**config.mk**
```make
export PLATFORM = sky130hd
export DESIGN_NAME = escape_time_fractal_point_core
export DESIGN_NICKNAME = d
export VERILOG_FILES = /design/src/rtl/core/etfp_pkg.sv /design/src/rtl/core/escape_time_fractal_point_core.sv
export SDC_FILE = /design/constraint.sdc
export NUM_CORES = 2
export LEC_CHECK = 0
export BUFFER_PORTS_ARGS = -buffer_cell sky130_fd_sc_hd__buf_2
export CAP_MARGIN = 0
export CORE_MARGIN = 2
export CORE_UTILIZATION = 29
export CTS_CLUSTER_SIZE = 24
export DETAILED_ROUTE_END_ITERATION = 10
export GPL_TIMING_DRIVEN = 0
export PLACE_DENSITY = 0.52
export SLEW_MARGIN = 40
export SYNTH_ARGS = -nofsm -noshare
export SYNTH_HDL_FRONTEND = slang
export SYNTH_SLANG_ARGS = --single-unit
```
**constraint.sdc**
```tcl
create_clock -name i_clk -period 17.1 [get_ports i_clk]
set_input_delay 0.855 -clock i_clk [delete_from_list [all_inputs] [get_ports i_clk]]
set_output_delay 0.855 -clock i_clk [all_outputs]
set_load 0.02 [all_outputs]
```
**src/rtl/core/etfp_pkg.sv**
```systemverilog
// ============================================================================
// etfp_pkg - shared types and constants for the escape-time point core
// Fixed-point widths, payload structs, register map and sequencer states.
// ============================================================================
`default_nettype none

package etfp_pkg;

    // Fixed-point format of the input fields and of z, c.
    localparam int F          = 28;           // fraction bits
    localparam int COUNT_BITS = 16;           // iteration counter width
    localparam int IN_W       = 32;           // input field width
    localparam int R2_W       = 42;           // escape radius field width
    localparam int MAX_ITER_W = 16;           // max_iterations register width

    // Datapath widths. |z| stays below 2^35 (LSB units) while iterating,
    // and all pre-test operands stay below 2^34.
    localparam int MAG_W   = 36;              // operand magnitude
    localparam int Z_W     = MAG_W + 1;       // signed operand / state
    localparam int HALF_W  = MAG_W / 2;       // multiplier B slice
    localparam int ACC_W   = 2 * MAG_W;       // full product
    localparam int PMAG_W  = ACC_W - F;       // product magnitude after shift
    localparam int SP_W    = PMAG_W + 1;      // signed product
    localparam int SUM_W   = SP_W + 2;        // sums of products, with headroom

    // Constants in LSB units.
    localparam logic signed [IN_W-1:0]  FOUR_IN    = IN_W'(1) <<< (F + 2);
    localparam logic signed [Z_W-1:0]   ONE_Z      = Z_W'(1) <<< F;
    localparam logic signed [Z_W-1:0]   QUARTER_Z  = Z_W'(1) <<< (F - 2);
    localparam logic signed [SUM_W-1:0] ESC_LIMIT  = SUM_W'(1) <<< (F + 6);
    localparam logic signed [SUM_W-1:0] BULB_LIMIT = SUM_W'(1) <<< (F - 4);
    localparam logic signed [SUM_W-1:0] R2_MAX     = (SUM_W'(1) <<< R2_W) - SUM_W'(1);

    // APB register map (register index = paddr[2]).
    localparam int PADDR_W = 3;
    localparam int PDATA_W = 32;
    localparam logic REG_MAX_ITER = 1'b0;
    localparam logic REG_MODE     = 1'b1;
    localparam logic [MAX_ITER_W-1:0] MAX_ITER_RST = MAX_ITER_W'(255);

    typedef struct packed {
        logic signed [IN_W-1:0] start_real;
        logic signed [IN_W-1:0] start_imag;
        logic signed [IN_W-1:0] const_real;
        logic signed [IN_W-1:0] const_imag;
    } t_in_item;

    typedef struct packed {
        logic [COUNT_BITS-1:0] iteration_count;
        logic [R2_W-1:0]       escape_radius_sq;
    } t_out_item;

    typedef enum logic [3:0] {
        ST_IDLE,
        ST_PT_CY2,
        ST_PT_CXQ2,
        ST_PT_Q,
        ST_PT_QQ,
        ST_PT_BULB,
        ST_PT_BTEST,
        ST_ZX2,
        ST_ZY2,
        ST_XY,
        ST_UPDATE,
        ST_DONE
    } t_state;

endpackage

`default_nettype wire

```
**src/rtl/core/escape_time_fractal_point_core.sv**
```systemverilog
// With the pre-test enabled, a cardioid/bulb test runs before the iterations.
// One point at a time: a new point is taken only while the sequencer is idle, and
// the iteration speed is set by the single 36x18 multiplier (two passes per
// product, three products per iteration).
// Reset (i_rst_n low, synchronous): sequencer idle, output empty, max_iterations = 255.
// ============================================================================
// escape_time_fractal_point_core - escape-time iteration of one point
// Runs z = z*z + c in Q4.28 fixed point on one shared multiplier, with an
// optional main-cardioid / period-2-bulb pre-test for Mandelbrot mode.
// ============================================================================
`default_nettype none

module escape_time_fractal_point_core
    import etfp_pkg::*;
(
    input  wire logic               i_clk,
    input  wire logic               i_rst_n,
    // input channel
    input  wire logic               i_in_valid,
    output logic                    o_in_ready,
    input  wire t_in_item           i_in_data,
    // result channel
    output logic                    o_out_valid,
    input  wire logic               i_out_ready,
    output t_out_item               o_out_data,
    // APB configuration port
    input  wire logic               psel,
    input  wire logic               penable,
    input  wire logic               pwrite,
    input  wire logic [PADDR_W-1:0] paddr,
    input  wire logic [PDATA_W-1:0] pwdata,
    output logic [PDATA_W-1:0]      prdata,
    output logic                    pready
);

    // ------------------------------------------------------------------
    // Registers
    // ------------------------------------------------------------------
    t_state                   r_state, n_state;
    logic                     r_phase, n_phase;     // multiplier pass: 0 = low B slice
    logic                     r_out_valid, n_out_valid;
    t_out_item                r_out, n_out;
    logic [MAX_ITER_W-1:0]    r_max_iter, n_max_iter;
    logic                     r_mode, n_mode;

    logic signed [Z_W-1:0]    r_zx, n_zx;
    logic signed [Z_W-1:0]    r_zy, n_zy;
    logic signed [Z_W-1:0]    r_cx, n_cx;
    logic signed [Z_W-1:0]    r_cy, n_cy;
    logic [COUNT_BITS-1:0]    r_limit, n_limit;
    logic [COUNT_BITS-1:0]    r_count, n_count;
    logic [ACC_W-1:0]         r_acc, n_acc;         // product accumulator
    logic                     r_neg, n_neg;         // sign of product in r_acc
    logic signed [SP_W-1:0]   r_cy2, n_cy2;
    logic signed [Z_W-1:0]    r_q, n_q;             // q
    logic signed [Z_W-1:0]    r_qc, n_qc;           // q + (cx - 1/4)
    logic signed [SP_W-1:0]   r_sq_x, n_sq_x;
    logic signed [SP_W-1:0]   r_sq_y, n_sq_y;
    logic [R2_W-1:0]          r_r2, n_r2;
    logic                     r_escaped, n_escaped;

    // ------------------------------------------------------------------
    // Handshakes
    // ------------------------------------------------------------------
    logic in_xfer, out_free, cfg_wr;

    assign o_in_ready  = (r_state == ST_IDLE);
    assign in_xfer     = i_in_valid && o_in_ready;
    assign out_free    = !r_out_valid || i_out_ready;
    assign o_out_valid = r_out_valid;
    assign o_out_data  = r_out;

    assign pready = 1'b1;
    assign cfg_wr = psel && penable && pwrite && pready;

    always_comb begin
        unique case (paddr[2])
            REG_MAX_ITER: prdata = PDATA_W'(r_max_iter);
            REG_MODE:     prdata = PDATA_W'(r_mode);
            default:      prdata = '0;
        endcase
    end

    // ------------------------------------------------------------------
    // Shared multiplier: |a| (36 bits) x 18-bit slice of |b|, two passes
    // accumulated into a 72-bit exact product.
    // ------------------------------------------------------------------
    logic signed [Z_W-1:0]    cxq, cxp1;
    logic signed [Z_W-1:0]    op_a, op_b;
    logic signed [Z_W-1:0]    neg_a, neg_b;
    logic [MAG_W-1:0]         mag_a, mag_b;
    logic [HALF_W-1:0]        b_slice;
    logic [MAG_W+HALF_W-1:0]  part;
    logic                     is_mul;

    assign cxq  = r_cx - QUARTER_Z;
    assign cxp1 = r_cx + ONE_Z;

    always_comb begin
        op_a   = '0;
        op_b   = '0;
        is_mul = 1'b1;
        case (r_state)
            ST_PT_CY2:  begin op_a = r_cy; op_b = r_cy; end
            ST_PT_CXQ2: begin op_a = cxq;  op_b = cxq;  end
            ST_PT_QQ:   begin op_a = r_q;  op_b = r_qc; end
            ST_PT_BULB: begin op_a = cxp1; op_b = cxp1; end
            ST_ZX2:     begin op_a = r_zx; op_b = r_zx; end
            ST_ZY2:     begin op_a = r_zy; op_b = r_zy; end
            ST_XY:      begin op_a = r_zx; op_b = r_zy; end
            default:    is_mul = 1'b0;
        endcase
    end

    assign neg_a   = -op_a;
    assign neg_b   = -op_b;
    assign mag_a   = op_a[Z_W-1] ? neg_a[MAG_W-1:0] : op_a[MAG_W-1:0];
    assign mag_b   = op_b[Z_W-1] ? neg_b[MAG_W-1:0] : op_b[MAG_W-1:0];
    assign b_slice = r_phase ? mag_b[MAG_W-1:HALF_W] : mag_b[HALF_W-1:0];
    assign part    = mag_a * b_slice;

    // Finished product, truncated toward zero to F fraction bits.
    logic [PMAG_W-1:0]      prod_mag;
    logic signed [SP_W-1:0] prod_pos, prod;

    assign prod_mag = r_acc[ACC_W-1:F];
    assign prod_pos = signed'({1'b0, prod_mag});
    assign prod     = r_neg ? -prod_pos : prod_pos;

    // ------------------------------------------------------------------
    // Decisions
    // ------------------------------------------------------------------
    logic                     c_far;
    logic signed [SUM_W-1:0]  q_sum, qc_sum, lhs, bulb_sum, r2_sum, nx_sum, ny_sum;
    logic                     in_cardioid, in_bulb, escape, last_iter;
    logic [R2_W-1:0]          r2_sat;

    // Constant far outside: neither region test is evaluated.
    assign c_far = (i_in_data.const_real >= FOUR_IN) || (i_in_data.const_real <= -FOUR_IN)
                || (i_in_data.const_imag >= FOUR_IN) || (i_in_data.const_imag <= -FOUR_IN);

    // q = (cx - 1/4)^2 + cy^2; cardioid: 4*q*(q + cx - 1/4) < cy^2
    assign q_sum       = SUM_W'(prod) + SUM_W'(r_cy2);
    assign qc_sum      = q_sum + SUM_W'(cxq);
    assign lhs         = SUM_W'(prod) <<< 2;
    assign in_cardioid = lhs < SUM_W'(r_cy2);
    // bulb: (cx + 1)^2 + cy^2 < 1/16
    assign bulb_sum    = SUM_W'(prod) + SUM_W'(r_cy2);
    assign in_bulb     = bulb_sum < BULB_LIMIT;

    // |z|^2 check, taken while zy^2 sits in the accumulator.
    assign r2_sum = SUM_W'(r_sq_x) + SUM_W'(prod);
    assign escape = r2_sum >= ESC_LIMIT;
    assign r2_sat = (r2_sum > R2_MAX) ? R2_MAX[R2_W-1:0] : r2_sum[R2_W-1:0];

    // z update, with zx*zy in the accumulator.
    assign nx_sum = SUM_W'(r_sq_x) - SUM_W'(r_sq_y) + SUM_W'(r_cx);
    assign ny_sum = (SUM_W'(prod) <<< 1) + SUM_W'(r_cy);

    assign last_iter = ({1'b0, r_count} + (COUNT_BITS+1)'(1)) == {1'b0, r_limit};

    // ------------------------------------------------------------------
    // Sequencer: next state
    // ------------------------------------------------------------------
    always_comb begin : next_state_logic
        n_state = r_state;
        unique case (r_state)
            ST_IDLE: begin
                if (in_xfer) begin
                    if (r_mode && !c_far)
                        n_state = ST_PT_CY2;
                    else if (r_max_iter[COUNT_BITS-1:0] == '0)
                        n_state = ST_DONE;
                    else
                        n_state = ST_ZX2;
                end
            end
            ST_PT_CY2:  if (r_phase) n_state = ST_PT_CXQ2;
            ST_PT_CXQ2: if (r_phase) n_state = ST_PT_Q;
            ST_PT_Q:    n_state = ST_PT_QQ;
            ST_PT_QQ:   if (r_phase) n_state = ST_PT_BULB;
            ST_PT_BULB: begin
                if (!r_phase && in_cardioid)
                    n_state = ST_DONE;
                else if (r_phase)
                    n_state = ST_PT_BTEST;
            end
            ST_PT_BTEST: begin
                if (in_bulb || r_limit == '0)
                    n_state = ST_DONE;
                else
                    n_state = ST_ZX2;
            end
            ST_ZX2: if (r_phase) n_state = ST_ZY2;
            ST_ZY2: if (r_phase) n_state = ST_XY;
            ST_XY: begin
                if (!r_phase && escape)
                    n_state = ST_DONE;
                else if (r_phase)
                    n_state = ST_UPDATE;
            end
            ST_UPDATE: n_state = last_iter ? ST_DONE : ST_ZX2;
            ST_DONE:   if (out_free) n_state = ST_IDLE;
            default:   n_state = ST_IDLE;
        endcase
    end

    // ------------------------------------------------------------------
    // Sequencer outputs: datapath and register updates
    // ------------------------------------------------------------------
    always_comb begin : datapath_logic
        n_phase     = is_mul && !r_phase && (n_state == r_state);
        n_out_valid = r_out_valid && !i_out_ready;
        n_out       = r_out;
        n_max_iter  = r_max_iter;
        n_mode      = r_mode;
        n_zx        = r_zx;
        n_zy        = r_zy;
        n_cx        = r_cx;
        n_cy        = r_cy;
        n_limit     = r_limit;
        n_count     = r_count;
        n_acc       = r_acc;
        n_neg       = r_neg;
        n_cy2       = r_cy2;
        n_q         = r_q;
        n_qc        = r_qc;
        n_sq_x      = r_sq_x;
        n_sq_y      = r_sq_y;
        n_r2        = r_r2;
        n_escaped   = r_escaped;

        if (cfg_wr) begin
            unique case (paddr[2])
                REG_MAX_ITER: n_max_iter = pwdata[MAX_ITER_W-1:0];
                REG_MODE:     n_mode     = pwdata[0];
                default:      n_mode     = r_mode;
            endcase
        end

        // multiplier passes
        if (is_mul) begin
            if (r_phase) begin
                n_acc = r_acc + (ACC_W'(part) << HALF_W);
            end else begin
                n_acc = ACC_W'(part);
                n_neg = op_a[Z_W-1] ^ op_b[Z_W-1];
            end
        end

        case (r_state)
            ST_IDLE: begin
                if (in_xfer) begin
                    n_zx      = Z_W'(i_in_data.start_real);
                    n_zy      = Z_W'(i_in_data.start_imag);
                    n_cx      = Z_W'(i_in_data.const_real);
                    n_cy      = Z_W'(i_in_data.const_imag);
                    n_limit   = r_max_iter[COUNT_BITS-1:0];
                    n_count   = '0;
                    n_escaped = 1'b0;
                end
            end
            ST_PT_CXQ2: if (!r_phase) n_cy2 = prod;
            ST_PT_Q: begin
                n_q  = q_sum[Z_W-1:0];
                n_qc = qc_sum[Z_W-1:0];
            end
            ST_ZY2: if (!r_phase) n_sq_x = prod;
            ST_XY: begin
                if (!r_phase) begin
                    n_sq_y = prod;
                    if (escape) begin
                        n_escaped = 1'b1;
                        n_r2      = r2_sat;
                    end
                end
            end
            ST_UPDATE: begin
                n_zx    = nx_sum[Z_W-1:0];
                n_zy    = ny_sum[Z_W-1:0];
                n_count = r_count + COUNT_BITS'(1);
            end
            ST_DONE: begin
                if (out_free) begin
                    n_out_valid = 1'b1;
                    if (r_escaped) begin
                        n_out.iteration_count  = r_count;
                        n_out.escape_radius_sq = r_r2;
                    end else begin
                        // never escaped, in the set, or zero limit
                        n_out.iteration_count  = r_limit;
                        n_out.escape_radius_sq = '0;
                    end
                end
            end
            default: n_escaped = r_escaped;
        endcase
    end

    // ------------------------------------------------------------------
    // State elements
    // ------------------------------------------------------------------
    always_ff @(posedge i_clk) begin
        if (!i_rst_n) begin
            r_state     <= ST_IDLE;
            r_phase     <= 1'b0;
            r_out_valid <= 1'b0;
            r_max_iter  <= MAX_ITER_RST;
            r_mode      <= 1'b1;
        end else begin
            r_state     <= n_state;
            r_phase     <= n_phase;
            r_out_valid <= n_out_valid;
            r_max_iter  <= n_max_iter;
            r_mode      <= n_mode;
        end
    end

    always_ff @(posedge i_clk) begin
        r_out     <= n_out;
        r_zx      <= n_zx;
        r_zy      <= n_zy;
        r_cx      <= n_cx;
        r_cy      <= n_cy;
        r_limit   <= n_limit;
        r_count   <= n_count;
        r_acc     <= n_acc;
        r_neg     <= n_neg;
        r_cy2     <= n_cy2;
        r_q       <= n_q;
        r_qc      <= n_qc;
        r_sq_x    <= n_sq_x;
        r_sq_y    <= n_sq_y;
        r_r2      <= n_r2;
        r_escaped <= n_escaped;
    end

endmodule

`default_nettype wire
```
Word-level counts from Yosys, hierarchy flattened
Cells that the tools add are included.
{ "totals": {"reg_bits": 568, "input_bits": 170, "output_inout_bits": 93, "word_cells": 140} }
{ "classes": {"addsub": 14, "n_mul": 1, "order_cmp": 8, "n_eq_ne": 16, "muxes": 38, "bitwise": 3, "n_reduce_logical": 37} }
{ "op_table": {"columns": ["cell", "count"], "rows": [
  ["one-hot mux 37 bit (6 select lines)", 2],
  ["one-hot mux 37 bit (2 select lines)", 2],
  ["adder 45 x 45 -> 46 bit", 2],
  ["adder 37 x 32 -> 37 bit", 2],
  ["two-way mux 37 bit", 2],
  ["adder 72 bit", 1],
  ["two-way mux 36 bit", 2],
  ["negator 36 bit", 2],
  ["greater-or-equal comparator 32 bit, second input constant", 2],
  ["<= comparator 32 x 31 -> 1 bit, second input constant", 2],
  ["one-hot mux 32 bit (2 select lines)", 1],
  ["two-way mux 4 bit", 15],
  ["two-way mux 58 bit", 1],
  ["multiplier 36 x 18 -> 54 bit", 1],
  ["two-way mux 54 bit", 1],
  ["one-hot mux 4 bit (12 select lines)", 1],
  ["< comparator 47 x 45 -> 1 bit", 1],
  ["greater-or-equal comparator 46 x 36 -> 1 bit, second input constant", 1],
  ["> comparator 46 x 43 -> 1 bit, second input constant", 1],
  ["< comparator 46 x 26 -> 1 bit, second input constant", 1],
  ["two-way mux 45 bit", 1],
  ["negator 44 -> 45 bit", 1],
  ["adder 37 x 33 -> 37 bit", 1],
  ["subtractor 37 bit", 1],
  ["other kinds (30)", 70]
]} }

Depth between registers and ports, before layout
{ "depth": {"ltp_word": 11, "ltp_mapped": 56, "mapped_depth_nobuf": 50} }

Worst setup path before layout
Ideal clock, no wire load.
{ "synth_path": {"kind": "reg2reg", "startpoint": "reg r_state[2]", "endpoint": "reg r_acc[70] (data pin)", "setup_ns": 0.266, "arrival_ns": 11.439, "required_time_ns": 16.834, "slack_ns": 5.395, "stages_incl_launch_ff": 53, "n_path_buf": 6, "synth_period_minus_slack_ns": 11.705, "path_cell_list": "dfxtp_1 -> buf_4 -> nand2b_1 -> buf_6 -> nor2_4 -> o21a_1 -> buf_6 -> buf_6 -> a221oi_2 -> clkbuf_1 -> clkbuf_1 -> ha_1 -> nand2_1 -> or2_1 -> nor2_1 -> nand2_1 -> o21ai_1 -> xor2_1 -> (+17 left out) -> o21ai_0 -> nand2b_1 -> nand2_1 -> a21bo_2 -> a21oi_1 -> xnor2_1 -> ha_1 -> a21oi_1 -> o21a_1 -> a2bb2oi_1 -> o311ai_0 -> and2_1 -> a221oi_1 -> o21bai_1 -> a21o_1 -> a221oi_1 -> xnor2_1 -> nor2_1"} }
{ "synth_via": {"elab_chain_cells": 8, "word_cells_on_any_way": 18, "cone_classes": "add/sub (3); mul (1); eq/ne (7); mux (5); reduce/logical (2)"} }
{ "synth_lines": {"columns": ["item", "line_no", "source"], "rows": [
  ["start, declared", "escape_time_fractal_point_core.sv:39", "t_state r_state, n_state;"],
  ["start signal, assigned", "escape_time_fractal_point_core.sv:311", "r_state <= n_state;"],
  ["== test 4 bit", "escape_time_fractal_point_core.sv:103", "case (r_state)"],
  ["OR reduction 2 bit (no line)", null, null],
  ["one-hot mux 37 bit (6 select lines)", "escape_time_fractal_point_core.sv:103", null],
  ["negator 36 bit", "escape_time_fractal_point_core.sv:116", "assign neg_b = -op_b;"],
  ["two-way mux 36 bit", "escape_time_fractal_point_core.sv:118", "assign mag_b = op_b[Z_W-1] ? neg_b[MAG_W-1:0] : op_b[MAG_W-1:0];"],
  ["two-way mux 18 bit", "escape_time_fractal_point_core.sv:119", "assign b_slice = r_phase ? mag_b[MAG_W-1:HALF_W] : mag_b[HALF_W-1:0];"],
  ["multiplier 36 x 18 -> 54 bit *", "escape_time_fractal_point_core.sv:120", "assign part = mag_a * b_slice;"],
  ["adder 72 bit *", "escape_time_fractal_point_core.sv:244", "n_acc = r_acc + (ACC_W'(part) << HALF_W);"],
  ["end signal, assigned", "escape_time_fractal_point_core.sv:327", "r_acc <= n_acc;"],
  ["end, declared", "escape_time_fractal_point_core.sv:52", "logic [ACC_W-1:0] r_acc, n_acc;"]
]} }
Every way passes the cells marked *; elsewhere a longest branch is shown, timed or not.
A chain may end at the register's enable or synchronous reset.

Final worst setup path
{ "layout_path": {"startpoint": "reg r_state[3]", "endpoint": "reg r_acc[71] (data pin)"} }
Same word-level chain as after synthesis.

==> impl_results.md <==
* Final ANT Viol Nets at 0
* Relative slew slack at 34.8%
* Largest family of logic cells by synthesized area: adder cells
* Routed wire length at 237000 um
* Final hold vios at 0
* Setup crit end kind: flip-flop
* Synth Register Bits at 550
* Port Buffer Count at 226
* Antenna violations before repair at 20
* Worst Setup EP: r_acc[71]
* Reg2Reg Depth at 54
* Largest net degree at the start of global routing at 49
* Share of cells above drive strength 1 at 11.3%
* Die Y at 457 um
* CP startpoint kind: flip-flop
* Seq/Total Area, Yosys at 27.3%
* Simple-gate share of the synthesized area at 14.3%
* Ys async rst share at 0%
* Clk Latency, worst-skew pair at 700 ps
* 1st-pass router iterations at 9
* Iteration-0 DRC Markers at 5132
* Critical Path AT at 16140 ps
* Total via count in the routed design at 49600
* Setup TNS at 0 ps
* Worst R2R Setup Slack at 1420 ps
* Largest fanout on the critical path at 10
* Nets at 7917
* Number of flops mapped to enable cells by yosys at 527
* Postcts setup bufs at 0
* CP required at 17560 ps
* Max clock buf depth at 3
* Overflow after GRT at 0
* Synth Area in XOR/XNOR at 6.44%
* Max-Cap Viols at 0
* Top Usage Layer GRT: met2
* Storage cell area at 16300 um2
* Synthesized cell area at 59600 um2
* Clock Sinks at 550
* Family with the most delay on the worst path: adder cells
* Top cells by area, synth: edfxtp_1 (27%), fa_1 (20%), ha_1 (9.1%)
* Final setup vio count at 0
* Post-synthesis compound-gate area fraction at 14.8%
* Initial Util at 29.1%
* Most frequent cells in the layout: inv_1 (879), nand2_1 (753), fa_1 (585), edfxtp_1 (527), ha_1 (432)
* Number of global-route vias before repair at 49100
* Critical path depth in cells at 54
* Global router's overall resource usage at 22.4%
* Tmin final at 15680 ps
* Synth Area per Inst at 9.40 um2
* GR Layer Usage met3 at 3.94%
* DRC viols at 0
* Die area at 209000 um2
* Clock-pin slew on the worst setup and hold paths at 70 ps
* Post-CTS sizing at 0
* Total CTS buffers at 66
* CTS tree: done
* Drt via density at 5.23
* Fillers at 21100
* Top FF cell, synth: edfxtp_1
* R2r startpoint: r_state[3]
* Worst r2r dst: r_acc[71]
* RSZ-0062 raised after global routing: false
* Layout Skew at 65.9 ps
* Multi-input gate area at 39800 um2
* GPL Wtd Cong at 0.980
* CP Class: flip-flop to flip-flop
* Max incr delay on CP at 690 ps
* GR Util met2 at 33.8%
* Count of cell types in the netlist at 99
* DP Wirelength at 198000 um
* Area share of the largest cell type after synthesis at 26.6%
* Met1 usage at 32.1%
* Site Rows at 166
* CP bufs+invs at 11
* First-pass GRT wire length at 344000 um
* Status: completed
* Root Buffer: clkbuf_16
* HP Class: primary input to flip-flop
* H-tree lvl count at 3
* Synth Area in Adders at 28.7%
* Setup crit start: r_state[3]
* # IOs at 263
* Die W at 457 um
* Dominant cell type by area after synthesis: edfxtp_1
* Layout area overhead at 14.5%
* Final period util at 91.7%
* Commonest non-fill, non-tap cell in the layout: inv_1
* Yosys warns at 0
* Max Fclk at 0.0638 GHz
* Core Region at 204000 um2
* Fin. max-slew vios at 0
* Average wire per standard cell at 25.0 um
* Cells after Synth at 6338
* CP max-delay cell: xnor2_1
* Measured slew at the worst slew-check pin at 970 ps
* Mux cell area share after synthesis at 0.870%
* Cts hold-fix bufs at 0
[how the worst min path moves through the flow]
stage	from	endpoint	slack, ps	depth (start not counted)
floorplan	r_max_iter[11]	r_limit[11]	440	0
global placement	r_max_iter[12]	r_limit[12]	500	0
detailed placement	r_max_iter[5]	r_limit[5]	500	0
CTS	i_in_data[58]	r_cx[26]	300	1
global route	i_in_data[55]	r_cx[23]	320	1
finish	i_in_data[58]	r_cx[26]	350	1
[state kept, by name, indices dropped and copies added, names as in the netlist, 32 cells and up]
| register | count |
|---|---|
| r_qc | 37 |
| r_zy | 37 |
| r_q | 37 |
| o_out_data | 58 |
| r_r2 | 42 |
| r_cy2 | 45 |
| r_acc | 54 |
| r_sq_y | 37 |
| r_sq_x | 45 |
| r_cx | 32 |
| r_zx | 37 |
| r_cy | 32 |
[synth_stat cells (all sizes together) (10+ instances only)]
cell     instances
a221o           14
a22o            47
or4             11
a222oi          13
nor2b           88
a21o           177
edfxtp         527
inv            885
o31ai           27
ha             432
nor3b           13
dfxtp           23
nand2b          91
nor2           401
or2             24
o21ai          323
nor3            54
a221oi          40
nand2          754
a2111oi         13
a21oi          349
fa             585
a21boi          17
a211o           17
o41ai           10
and3            38
o21bai          49
a31oi           34
and2           108
a211oi          33
o211ai          18
mux2            38
xor2           157
and4            15
nor4            31
nand3           95
xnor2          276
a22oi           28
or3             23
buf            114
clkbuf         136
nand4           55
o21a            35
[metal layers]
layer,part of all wire (%),vias up,routed length [um]
met4,4.0,4,9490
met2,43,2109,102000
li1,-,22200,-
met5,0.013,-,32
met3,7.9,372,18800
met1,45,24900,107000
[stage by stage]
stage / setup WS [ps] / hold WS, ps / utilization (%) / instance area (um2) / instances
after floorplan: 5390 / 445 / - / 59600 / 6353
after global placement: 1310 / 495 / 31.4 / 64100 / 9267
after detailed placement: 1570 / 495 / 32.2 / 65800 / 9348
after CTS: 1540 / 301 / 33.3 / 68100 / 9468
after global routing: 740 / 324 / 33.4 / 68200 / 9474
final: 1420 / 348 / 33.4 / 68200 / 9480
[layout make-up]
| class | instances | area share, % |
|---|---|---|
| plain buffers | 250 | 1.73 |
| inverters | 886 | 4.89 |
| well taps | 2688 | 4.93 |
| repair buffers | 309 | 2.81 |
| clock buffers | 79 | 2.60 |
| clock inverters | 41 | 0.807 |
| diodes | 10 | 0.0367 |
| multi-input cells | 4667 | 58.3 |
| flip-flops and latches | 550 | 23.9 |
[worst reg2reg max path, delay by kind of cell (launching register included)]
family	cells	cell delay, ps
buf+inv	11	3070
xor+xnor	2	930
compound gates	15	3640
simple gates	16	2750
fa+ha+maj	9	4350
mux	1	320
flops	1	380
[cells by family after synthesis]
| group | count (synthesis) |
|---|---|
| buf+inv | 1136 |
| flops | 550 |
| fa+ha+maj | 1017 |
| simple gates | 1823 |
| xor+xnor | 433 |
| mux | 47 |
| compound gates | 1330 |
| other cells | 2 |
Power is left out: the tool's default activity adds up to more than one toggle a clock period on the data nets, which glitch-free logic cannot reach.
